--- src/design/scfb_pkg.sv ---
// Shared types and constants for the serial command frame bridge.
// Holds the item codes, reply status codes and the burst descriptor type.
// No dependencies.
`timescale 1ns / 1ps

package scfb_pkg;

    // Received item kinds
    typedef enum logic [1:0] {
        CMD_BYTE      = 2'd0,
        CMD_TICK      = 2'd1,
        CMD_READ_DATA = 2'd2,
        CMD_UNUSED    = 2'd3
    } scfb_cmd_t;

    // Device request opcodes, also the frame command byte values
    typedef enum logic [1:0] {
        OP_RESET = 2'd0,
        OP_READ  = 2'd1,
        OP_WRITE = 2'd2,
        OP_DCS   = 2'd3
    } scfb_op_t;

    // Configuration register indexes
    localparam int CFG_INDEX_W = 1;
    localparam logic [CFG_INDEX_W-1:0] REG_MAX_PAYLOAD  = 1'd0;
    localparam logic [CFG_INDEX_W-1:0] REG_IDLE_TIMEOUT = 1'd1;

    localparam logic [7:0]  MAX_PAYLOAD_RST  = 8'd255;
    localparam logic [15:0] IDLE_TIMEOUT_RST = 16'd500;

    localparam logic [7:0] RX_HEADER = 8'h5A;
    localparam logic [7:0] TX_HEADER = 8'hA5;

    // Reply status codes
    localparam logic [7:0] ST_OK           = 8'h00;
    localparam logic [7:0] ST_TIMEOUT      = 8'h01;
    localparam logic [7:0] ST_BAD_HEADER   = 8'h02;
    localparam logic [7:0] ST_BAD_SIZE     = 8'h03;
    localparam logic [7:0] ST_BAD_CHECKSUM = 8'h04;
    localparam logic [7:0] ST_BAD_COMMAND  = 8'h05;
    localparam logic [7:0] ST_BAD_LENGTH   = 8'h06;

    // Position inside an output burst
    typedef enum logic [2:0] {
        STEP_REQ,
        STEP_HDR,
        STEP_STAT,
        STEP_LEN,
        STEP_D0,
        STEP_D1,
        STEP_SUM
    } scfb_step_t;

    // Everything one item emits: an optional device request, then an
    // optional reply frame with zero or two data bytes.
    typedef struct packed {
        logic        req_en;
        logic [1:0]  dev_op;
        logic [7:0]  dev_reg;
        logic [15:0] dev_value;
        logic        rep_en;
        logic [7:0]  status;
        logic        has_data;
        logic [15:0] data;
    } scfb_burst_t;

endpackage

--- src/design/scfb_parser.sv ---
// Frame parser: holds the frame state and turns one item into a burst descriptor.
// Depends on scfb_pkg.
`timescale 1ns / 1ps

module scfb_parser
    import scfb_pkg::*;
(
    input  logic        clk,
    input  logic        rst_n,
    input  logic        take,
    input  logic [1:0]  command,
    input  logic [7:0]  rx_byte,
    input  logic [15:0] read_value,
    input  logic [7:0]  max_payload_len,
    input  logic [15:0] idle_timeout_ticks,
    output scfb_burst_t burst,
    output logic        burst_en
);

    localparam logic [16:0] IDLE_MAX = 17'h1FFFF;

    logic [8:0]  byte_count_reg, byte_count_next;
    logic [7:0]  frame_size_reg, frame_size_next;
    logic [7:0]  running_xor_reg, running_xor_next;
    logic [16:0] idle_ticks_reg, idle_ticks_next;
    logic        read_pending_reg, read_pending_next;
    logic [7:0]  payload_head_reg [4];

    logic [8:0]  bc_inc;
    logic [7:0]  xor_new;
    logic [8:0]  head_pos;
    logic [8:0]  frame_end;
    logic [16:0] idle_inc;
    logic        head_we;
    logic [7:0]  fcmd;
    logic [7:0]  need;
    logic        bad_cmd;

    assign bc_inc    = byte_count_reg + 9'd1;
    assign xor_new   = (byte_count_reg == 9'd0) ? rx_byte : (running_xor_reg ^ rx_byte);
    assign head_pos  = bc_inc - 9'd3;
    assign frame_end = {1'b0, frame_size_reg} + 9'd3;
    assign idle_inc  = (idle_ticks_reg == IDLE_MAX) ? idle_ticks_reg : idle_ticks_reg + 17'd1;
    assign fcmd      = payload_head_reg[0];
    assign bad_cmd   = (frame_size_reg == 8'd0) || (fcmd > {6'd0, OP_DCS});
    assign need      = (fcmd == {6'd0, OP_RESET}) ? 8'd1 :
                       (fcmd == {6'd0, OP_WRITE}) ? 8'd4 : 8'd2;

    always_comb
    begin
        byte_count_next   = byte_count_reg;
        frame_size_next   = frame_size_reg;
        running_xor_next  = running_xor_reg;
        idle_ticks_next   = idle_ticks_reg;
        read_pending_next = read_pending_reg;
        head_we           = 1'b0;
        burst             = '0;
        case (scfb_cmd_t'(command))
            CMD_BYTE:
            begin
                if (!read_pending_reg)
                begin
                    idle_ticks_next  = '0;
                    running_xor_next = xor_new;
                    byte_count_next  = bc_inc;
                    if (bc_inc == 9'd1)
                    begin
                        if (rx_byte != RX_HEADER)
                        begin
                            byte_count_next = '0;
                            burst.rep_en    = 1'b1;
                            burst.status    = ST_BAD_HEADER;
                        end
                    end
                    else if (bc_inc == 9'd2)
                    begin
                        frame_size_next = rx_byte;
                        if (rx_byte > max_payload_len)
                        begin
                            byte_count_next = '0;
                            burst.rep_en    = 1'b1;
                            burst.status    = ST_BAD_SIZE;
                        end
                    end
                    else if (bc_inc < frame_end)
                    begin
                        head_we = (head_pos < 9'd4);
                    end
                    else
                    begin
                        // Checksum byte closes the frame
                        byte_count_next = '0;
                        burst.rep_en    = 1'b1;
                        if (xor_new != 8'd0)
                        begin
                            burst.status = ST_BAD_CHECKSUM;
                        end
                        else if (bad_cmd)
                        begin
                            burst.status = ST_BAD_COMMAND;
                        end
                        else if (frame_size_reg != need)
                        begin
                            burst.status = ST_BAD_LENGTH;
                        end
                        else
                        begin
                            burst.req_en  = 1'b1;
                            burst.dev_op  = fcmd[1:0];
                            burst.dev_reg = (fcmd[1:0] == OP_RESET) ? 8'd0 : payload_head_reg[1];
                            burst.status  = ST_OK;
                            if (fcmd[1:0] == OP_WRITE)
                            begin
                                burst.dev_value = {payload_head_reg[2], payload_head_reg[3]};
                            end
                            if (fcmd[1:0] == OP_READ)
                            begin
                                burst.rep_en      = 1'b0;
                                read_pending_next = 1'b1;
                            end
                        end
                    end
                end
            end
            CMD_TICK:
            begin
                if (!read_pending_reg)
                begin
                    idle_ticks_next = idle_inc;
                    if ((byte_count_reg != 9'd0) && (idle_inc > {1'b0, idle_timeout_ticks}))
                    begin
                        byte_count_next = '0;
                        burst.rep_en    = 1'b1;
                        burst.status    = ST_TIMEOUT;
                    end
                end
            end
            CMD_READ_DATA:
            begin
                if (read_pending_reg)
                begin
                    read_pending_next = 1'b0;
                    burst.rep_en      = 1'b1;
                    burst.status      = ST_OK;
                    burst.has_data    = 1'b1;
                    burst.data        = read_value;
                end
            end
            default:
            begin
                // Unused code: no effect
            end
        endcase
    end

    assign burst_en = burst.req_en || burst.rep_en;

    always_ff @(posedge clk or negedge rst_n)
    begin
        if (!rst_n)
        begin
            byte_count_reg   <= '0;
            frame_size_reg   <= '0;
            running_xor_reg  <= '0;
            idle_ticks_reg   <= '0;
            read_pending_reg <= 1'b0;
        end
        else if (take)
        begin
            byte_count_reg   <= byte_count_next;
            frame_size_reg   <= frame_size_next;
            running_xor_reg  <= running_xor_next;
            idle_ticks_reg   <= idle_ticks_next;
            read_pending_reg <= read_pending_next;
        end
    end

    always_ff @(posedge clk)
    begin
        if (take && head_we)
        begin
            payload_head_reg[head_pos[1:0]] <= rx_byte;
        end
    end

endmodule

--- src/design/scfb_tx.sv ---
// Burst serializer: holds one burst descriptor and emits its results one a cycle while out_stall is low.
// Depends on scfb_pkg.
`timescale 1ns / 1ps

module scfb_tx
    import scfb_pkg::*;
(
    input  logic        clk,
    input  logic        rst_n,
    input  logic        load,
    input  scfb_burst_t desc,
    output logic        free,
    output logic        out_valid,
    input  logic        out_stall,
    output logic        kind,
    output logic [7:0]  tx_byte,
    output logic [1:0]  dev_op,
    output logic [7:0]  dev_reg,
    output logic [15:0] dev_value,
    output logic        last
);

    scfb_burst_t burst_reg;
    scfb_step_t  step_reg, step_next;
    logic        busy_reg, busy_next;
    logic        accept;
    logic [7:0]  len;
    logic [7:0]  csum;

    assign len  = burst_reg.has_data ? 8'd2 : 8'd0;
    assign csum = TX_HEADER ^ burst_reg.status ^ len ^
                  (burst_reg.has_data ? (burst_reg.data[15:8] ^ burst_reg.data[7:0]) : 8'd0);

    assign out_valid = busy_reg;
    assign accept    = busy_reg && !out_stall;
    assign last      = ((step_reg == STEP_REQ) && !burst_reg.rep_en) || (step_reg == STEP_SUM);
    assign free      = !busy_reg || (accept && last);
    assign kind      = (step_reg == STEP_REQ);
    assign dev_op    = kind ? burst_reg.dev_op : 2'd0;
    assign dev_reg   = kind ? burst_reg.dev_reg : 8'd0;
    assign dev_value = kind ? burst_reg.dev_value : 16'd0;

    always_comb
    begin
        case (step_reg)
            STEP_HDR:  tx_byte = TX_HEADER;
            STEP_STAT: tx_byte = burst_reg.status;
            STEP_LEN:  tx_byte = len;
            STEP_D0:   tx_byte = burst_reg.data[15:8];
            STEP_D1:   tx_byte = burst_reg.data[7:0];
            STEP_SUM:  tx_byte = csum;
            default:   tx_byte = 8'd0;
        endcase
    end

    always_comb
    begin
        busy_next = busy_reg;
        step_next = step_reg;
        if (load)
        begin
            busy_next = 1'b1;
            step_next = desc.req_en ? STEP_REQ : STEP_HDR;
        end
        else if (accept && last)
        begin
            busy_next = 1'b0;
        end
        else if (accept)
        begin
            case (step_reg)
                STEP_REQ:  step_next = STEP_HDR;
                STEP_HDR:  step_next = STEP_STAT;
                STEP_STAT: step_next = STEP_LEN;
                STEP_LEN:  step_next = burst_reg.has_data ? STEP_D0 : STEP_SUM;
                STEP_D0:   step_next = STEP_D1;
                STEP_D1:   step_next = STEP_SUM;
                default:   step_next = STEP_SUM;
            endcase
        end
    end

    always_ff @(posedge clk or negedge rst_n)
    begin
        if (!rst_n)
        begin
            busy_reg <= 1'b0;
            step_reg <= STEP_HDR;
        end
        else
        begin
            busy_reg <= busy_next;
            step_reg <= step_next;
        end
    end

    always_ff @(posedge clk)
    begin
        if (load)
        begin
            burst_reg <= desc;
        end
    end

endmodule

--- src/design/serial_command_frame_bridge_core.sv ---
// Serial command frame bridge: parses 0x5A framed commands, issues device requests
// and 0xA5 reply frames. An accepted item waits in the input register until the
// serializer is free, then its burst is loaded into the serializer, which drives
// the first result. Throughput: one item per cycle while the output does not stall;
// an item with results holds the serializer until its last result is taken, which
// sets the pace of bursty traffic. Reset (rst_n, async, active low) clears frame
// state, pending read and config to defaults (max size 255, idle timeout 500
// ticks). Depends on scfb_pkg, scfb_parser and scfb_tx.
`timescale 1ns / 1ps

module serial_command_frame_bridge_core
    import scfb_pkg::*;
(
    input  logic                   clk,
    input  logic                   rst_n,
    // Input item channel
    input  logic                   in_valid,
    output logic                   in_stall,
    input  logic [1:0]             command,
    input  logic [7:0]             rx_byte,
    input  logic [15:0]            read_value,
    // Result item channel
    output logic                   out_valid,
    input  logic                   out_stall,
    output logic                   kind,
    output logic [7:0]             tx_byte,
    output logic [1:0]             dev_op,
    output logic [7:0]             dev_reg,
    output logic [15:0]            dev_value,
    output logic                   last,
    // Configuration write channel
    input  logic                   cfg_valid,
    output logic                   cfg_ready,
    input  logic [CFG_INDEX_W-1:0] cfg_index,
    input  logic [15:0]            cfg_data
);

    // Input register
    logic        in_vld_reg;
    logic [1:0]  command_reg;
    logic [7:0]  rx_byte_reg;
    logic [15:0] read_value_reg;

    // Configuration registers
    logic [7:0]  max_payload_len_reg;
    logic [15:0] idle_timeout_ticks_reg;

    scfb_burst_t burst;
    logic        burst_en;
    logic        tx_free;
    logic        advance;

    // Advance the held item into the parser once the serializer can take its burst.
    assign advance   = in_vld_reg && tx_free;
    // Hold the input only while the held item is blocked.
    assign in_stall  = in_vld_reg && !advance;
    assign cfg_ready = 1'b1;

    always_ff @(posedge clk or negedge rst_n)
    begin
        if (!rst_n)
        begin
            in_vld_reg <= 1'b0;
        end
        else if (!in_stall)
        begin
            in_vld_reg <= in_valid;
        end
    end

    always_ff @(posedge clk)
    begin
        if (in_valid && !in_stall)
        begin
            command_reg    <= command;
            rx_byte_reg    <= rx_byte;
            read_value_reg <= read_value;
        end
    end

    // Write configuration; indexes outside the list are dropped.
    always_ff @(posedge clk or negedge rst_n)
    begin
        if (!rst_n)
        begin
            max_payload_len_reg    <= MAX_PAYLOAD_RST;
            idle_timeout_ticks_reg <= IDLE_TIMEOUT_RST;
        end
        else if (cfg_valid && cfg_ready)
        begin
            if (cfg_index == REG_MAX_PAYLOAD)
            begin
                max_payload_len_reg <= cfg_data[7:0];
            end
            if (cfg_index == REG_IDLE_TIMEOUT)
            begin
                idle_timeout_ticks_reg <= cfg_data;
            end
        end
    end

    scfb_parser u_parser (
        .clk                (clk),
        .rst_n              (rst_n),
        .take               (advance),
        .command            (command_reg),
        .rx_byte            (rx_byte_reg),
        .read_value         (read_value_reg),
        .max_payload_len    (max_payload_len_reg),
        .idle_timeout_ticks (idle_timeout_ticks_reg),
        .burst              (burst),
        .burst_en           (burst_en)
    );

    // Load a burst only for items that emit something; silent items pass through.
    scfb_tx u_tx (
        .clk       (clk),
        .rst_n     (rst_n),
        .load      (advance && burst_en),
        .desc      (burst),
        .free      (tx_free),
        .out_valid (out_valid),
        .out_stall (out_stall),
        .kind      (kind),
        .tx_byte   (tx_byte),
        .dev_op    (dev_op),
        .dev_reg   (dev_reg),
        .dev_value (dev_value),
        .last      (last)
    );

endmodule

--- config.mk ---
export PLATFORM = sky130hd
export DESIGN_NAME = serial_command_frame_bridge_core
export DESIGN_NICKNAME = d
export VERILOG_FILES = /design/src/design/scfb_pkg.sv /design/src/design/scfb_parser.sv /design/src/design/scfb_tx.sv /design/src/design/serial_command_frame_bridge_core.sv
export SDC_FILE = /design/constraint.sdc
export NUM_CORES = 1
export LEC_CHECK = 0
export BUFFER_PORTS_ARGS = -buffer_cell sky130_fd_sc_hd__buf_2
export CELL_PAD_IN_SITES_DETAIL_PLACEMENT = 0
export CELL_PAD_IN_SITES_GLOBAL_PLACEMENT = 1
export CORE_MARGIN = 10
export CORE_UTILIZATION = 52
export DETAILED_ROUTE_END_ITERATION = 16
export PLACE_DENSITY = 0.89
export SKIP_CTS_REPAIR_TIMING = 1
export SYNTH_ARGS = -nofsm -noshare
export SYNTH_HDL_FRONTEND = slang
export SYNTH_SLANG_ARGS = --single-unit
--- constraint.sdc ---
create_clock -name clk -period 9.06 [get_ports clk]
set_input_delay 1.812 -clock clk [delete_from_list [all_inputs] [get_ports clk]]
set_output_delay 1.812 -clock clk [all_outputs]
set_load 0.005 [all_outputs]
-- Word level (Yosys, flattened, before mapping)
Memory sizes are Yosys's and may differ from the RTL's.
Index checks and enable logic that the tools add are counted.
- bits in writable memories: 32
- register bits: 150
- word-level logic and storage cells: 170
- memories kept: 1
- input port bits: 48
- reductions and logical operators: 42
- muxes and demuxes: 68
- $add $sub $neg: 4
- equal/unequal tests: 20
- bitwise logic cells: 10
- magnitude comparators: 5
- memory list (memory ; words ; bits a word ; read ports ; clocked after memory_dff ; wr ports ; RTL line ; source):
    u_parser.payload_head_reg ; 4 ; 8 ; 4 ; 0 ; 1 ; scfb_parser.sv:27 ; logic [7:0] payload_head_reg [4];
- operators with widths (kind ; count):
    $mux W9 ; 14
    $mux W28 ; 3
    $mux W27 ; 3
    $mux W36 ; 2
    $mux W8 ; 7
    $mux W17 ; 3
    $pmux W8 S6 ; 1
    $pmux W17 S2 ; 1
    $mux W16 ; 2
    $xor A8 B8 Y8 ; 4
    $pmux W9 S3 ; 1
    $mux W26 ; 1
    $mux W1 ; 19
    $pmux W9 S2 ; 1
    $reduce_or A9 Y1 ; 2
    $add A17 B1 Y17 const B ; 1
    $eq A17 B17 Y1 const B ; 1
    $gt A17 B16 Y1 ; 1
    $logic_not A8 Y1 ; 2
    $mux W3 ; 5
    $pmux W3 S5 ; 1
    $reduce_and A2 Y1 ; 5
    $reduce_and A5 Y1 ; 2
    $add A8 B2 Y9 const B ; 1
    34 further kinds ; 66

-- Logic depth before layout (Yosys ltp)
An unclocked memory read counts as a cell.
- depth in word-level cells: 17
- mapped depth: 18

-- Modules after synthesis
Synthesis repeated with hierarchy kept, for this count alone.
- cell total of the unflattened synthesis: 837
- area total of the unflattened synthesis: 9875.7 um^2
- by module, submodules not included (module ; area an instance (um^2) ; instances ; sequential area each (um^2) ; cells each):
    scfb_parser ; 5560.3 ; 1 ; 2037.0 ; 582
    scfb_tx ; 2458.6 ; 1 ; 1662.8 ; 168
    serial_command_frame_bridge_core ; 1856.8 ; 1 ; 1423.9 ; 87

-- Worst setup path before layout
No wires, ideal clock.
- path kind: flip-flop to flip-flop
- from: reg u_parser.idle_ticks_reg[10]
- to: reg u_tx.burst_reg[0] in the netlist's numbering (enable)
- library setup time: 0.423 ns
- slack: 4.155 ns
- arrival: 4.483 ns
- data required time: 8.637 ns
- cell stages (with the launch flop): 18
- cells stage by stage: dfrtp_1 > buf_2 > nand4_1 > or4_1 > or3_1 > buf_2 > nand4_2 > nor2_1 > nand3_1 > xnor2_1 > ha_1 > and4_1 > nand3b_1 > nand2_1 > a2bb2oi_1 > o21ai_1 > a211oi_4 > a21oi_2
- cells in the longest elaborated chain, start to end: 9
- RTL lines (what ; RTL line ; source):
    from (decl) ; scfb_parser.sv:25 ; logic [16:0] idle_ticks_reg, idle_ticks_next;
    from (signal assigned) ; scfb_parser.sv:173 ; idle_ticks_reg <= idle_ticks_next;
    $add A17 B1 Y17 / $eq A17 B17 Y1 (equally long branches) ; scfb_parser.sv:43 ; assign idle_inc = (idle_ticks_reg == IDLE_MAX) ? idle_ticks_reg : idle_ticks_reg + 17'd1;
    $mux W17 (*) ; scfb_parser.sv:43 ;
    $gt A17 B16 Y1 (*) ; scfb_parser.sv:130 ; if ((byte_count_reg != 9'd0) && (idle_inc > {1'b0, idle_timeout_ticks}))
    $logic_and A1 B1 Y1 (*) ; scfb_parser.sv:130 ;
    $mux W9 (*) ; scfb_parser.sv:130 ;
    $mux W9 (*) ; scfb_parser.sv:127 ; if (!read_pending_reg)
    $pmux W9 S3 (*) ; scfb_parser.sv:58 ; case (scfb_cmd_t'(command))
    $logic_or A1 B1 Y1 (*) ; scfb_parser.sv:156 ; assign burst_en = burst.req_en || burst.rep_en;
    $logic_and A1 B1 Y1 (*) ; serial_command_frame_bridge_core.sv:119 ; .load (advance && burst_en),
    to (signal assigned) ; scfb_tx.sv:101 ; burst_reg <= desc;
    to (decl) ; scfb_tx.sv:23 ; scfb_burst_t burst_reg;
Mark *: on every way between the ends. The rest lies on a longest branch, timed or not.
A chain may end at the register's enable or synchronous reset.

-- Worst setup path in the final report
- from: reg u_parser.idle_ticks_reg[10]
- to: reg u_tx.burst_reg[38] in the netlist's numbering (enable)
Same word-level chain as after synthesis.

==> results.yml <==
placement:
  portBuffers: 85
  place_congestion: 0.853
  dp_hpwl_mm: 13.4
run:
  cap_violations: 0
timing:
  drv_slew: 0
  finalCritPeriodShare: 0.524
  rsz0062_at_grt: "false"
  hold_viol: 0
  finClkSkew_ps: 11.7
  setup_tns_ps: 0
  worst_pin_slew_ps: 1070
  setup_viol_count_final: 0
  relSlewSlack: 0.286
  min_period_ps: 4750
  fmax_mhz: 211
global_routing:
  gr-usage-all-layers: 0.165
  antenna_found_initial: 0
  grt_pass1_vias: 6071
  grt_pass1_wl_mm: 32.0
  overflow: 0
  grt_max_degree: 73
floorplan:
  core_area_mm2: 0.0174
  start_util: 0.535
  fp.dieW_um: 154
  num_rows: 48
  die_y_um: 154
  ios: 87
  die_area_mm2: 0.0237
logic_synthesis:
  yosysSeqAreaShare: 0.534
  synth_edf_count: 105
  synth_nets: 932
  syn_area_mm2: 0.00931
  ys.flop_type: "edfxtp_1"
  synth_cell_types: 73
  synth_async_sr_flop_share: 0.407
  syn_inst: 842
  syn_area_per_cell_um2: 11.1
  ys_ff_latch: 177
  yosysWarnings: 0
critical_path:
  path_cells: "nand4_1, or4_1, or3_1, nand4_2, nor2_1, nand3_1, xnor2_1, ha_1, and4_1, nand3b_1, nand2_1, a2bb2oi_1, o21ai_1, a211oi_4, a21oi_4, buf_4"
  critical-path-slowest-cell: "or4_1"
  end_kind: "flip-flop"
  crit_family: "simple AND/OR/NAND/NOR gates"
  cp_num_buf_inv: 1
  arrival_ps: 4830
  slowest_delay_ps: 550
  cp_max_fo: 36
  path_class: "flip-flop to flip-flop"
  crit_required_ps: 9150
  cp-start-kind: "flip-flop"
clock_network:
  cts_htree_levels: 4
  clock-root-buffer: "clkbuf_16"
  cts_buffers: 17
  cts.clk_slew.worst_paths_ps: 70
  clk_latency_ps: 440
  cts_tree: "yes"
  cts.path.max_buffers: 2
  clock_sink_count: 177
layout:
  final_common_cell: "edfxtp_1"
  largest_reg_flops: 47
  area_delta_synth_final_pct: 12.3
  drive_above_1_share: 0.195
  fin_util: 0.600
  nNetsFinal: 1003
  n_antenna_cell: 0
  layout_common_cells: "105 x edfxtp_1, 85 x buf_2, 75 x nand2_1, 75 x and2_1, 57 x dfrtp_1"
routing:
  avgRoutedWirePerCell_um: 16.5
  vias_per_cell: 5.46
  first_iter_violations: 465
  drc: 0
  vias: 6284
  drt_pre_antenna_iters: 6
  drt_wl_total_mm: 19.0
  drtAntennaViolNets: 0
power_and_ir_drop:
  power_density_mw_per_mm2: 221
  leakagePower_nw: 4.37
  total_power_mw: 2.31
  ir_drop_mv: 0.159
min_path:
  min_path_type: "flip-flop to flip-flop"
run_status:
  status: "completed"
==> cell usage after synthesis (3+ instances only) <==
master	n	area share
clkbuf_1	23	0.0093
nor2b_1	3	0.0020
nand2_1	75	0.030
nand2b_1	10	0.0067
buf_4	3	0.0024
or2_2	7	0.0047
ha_1	42	0.056
dfrtp_1	57	0.15
or3_1	4	0.0027
xnor2_1	19	0.018
and2_1	75	0.050
dfstp_2	15	0.042
nand4_1	11	0.0074
o22ai_1	12	0.0081
o31ai_1	5	0.0040
o22a_1	3	0.0028
xor2_1	18	0.017
inv_2	3	0.0012
buf_2	7	0.0038
or4_1	4	0.0032
mux2i_1	12	0.013
nand3_1	16	0.0086
o211ai_1	4	0.0032
nor2_1	51	0.021
and3_1	8	0.0054
a22o_1	7	0.0066
mux2_2	22	0.027
nor3_1	18	0.0097
inv_1	41	0.017
edfxtp_1	105	0.34
a21o_1	5	0.0040
and4_1	3	0.0028
nor4_1	4	0.0027
o21ai_0	27	0.015
a21oi_1	40	0.022
mux2_1	7	0.0085
o21ai_1	20	0.011
o32ai_1	6	0.0056
a31oi_1	6	0.0040
==> per-stage QoR <==
stage	worst slack (ps)	instances	area [µm²]	hold WS [ps]
final	4310	1151	10500	509
after global routing	3900	1151	10500	525
after CTS	4280	1151	10500	511
after detailed placement	4310	1119	9890	495
after global placement	4390	1119	9890	488
after floorplan	4150	842	9310	478
==> area by class of cell <==
type,count,area [µm²]
inverters,44,165
repair buffers,88,448
well taps,225,282
clock inverters,12,123
fillers,1442,6960
clock buffers,20,447
flip-flops and latches,177,4970
multi-input cells,585,4020
==> per-layer routing <==
layer / wire (µm) / global-route usage / up-vias / part of all wire
met5: 0 / 0 / - / 0
met4: 248 / 0.0450 / 0 / 0.013
met3: 984 / 0.0404 / 17 / 0.052
met2: 8790 / 0.252 / 143 / 0.46
met1: 8930 / 0.229 / 2943 / 0.47
li1: - / - / 3181 / -
==> worst register-to-register path, cell delays in order (launching register included) <==
cell and delay (ps):
dfrtp_1 490, nand4_1 170, or4_1 550, or3_1 500
nand4_2 250, nor2_1 120, nand3_1 150, xnor2_1 80
ha_1 300, and4_1 210, nand3b_1 100, nand2_1 80
a2bb2oi_1 50, o21ai_1 360, a211oi_4 90, a21oi_4 410
buf_4 470
==> kinds of logic (layout without fill, tap and decap cells) <==
family | count (synthesis) | in the layout | synth area share
and+or+nand+nor | 307 | 307 | 0.182
DFF | 177 | 177 | 0.534
AOI/OAI and AO/OA | 157 | 157 | 0.109
muxes | 41 | 41 | 0.0480
buffers and inverters | 80 | 164 | 0.0355
adders and majority gates | 42 | 42 | 0.0564
xor gates and xnor gates | 37 | 37 | 0.0348
other | 1 | 1 | 0.000403
==> power by group <==
part	switching [mW]	internal [mW]	leakage, nW
Clock	0.324	0.394	0.277
Sequential	0.133	0.981	1.86
Combinational	0.268	0.212	2.23
Total	0.725	1.59	4.37
==> path summary, 6_finish.rpt <==
kind                                                  start  cells after the start  slack (ps)                           to
worst max-delay path            u_parser.idle_ticks_reg[10]                     16        4310           u_tx.burst_reg[38]
worst min-delay path             idle_timeout_ticks_reg[14]                      1         510   idle_timeout_ticks_reg[14]
worst max register to register  u_parser.idle_ticks_reg[10]                     16        4310           u_tx.burst_reg[38]
worst min register to register   idle_timeout_ticks_reg[14]                      1         510   idle_timeout_ticks_reg[14]
max in group asynchronous                             rst_n                      2        6850  u_parser.idle_ticks_reg[10]
min in group asynchronous                             rst_n                      2        1610   u_parser.frame_size_reg[2]
Power figures use the tool's default switching activity.
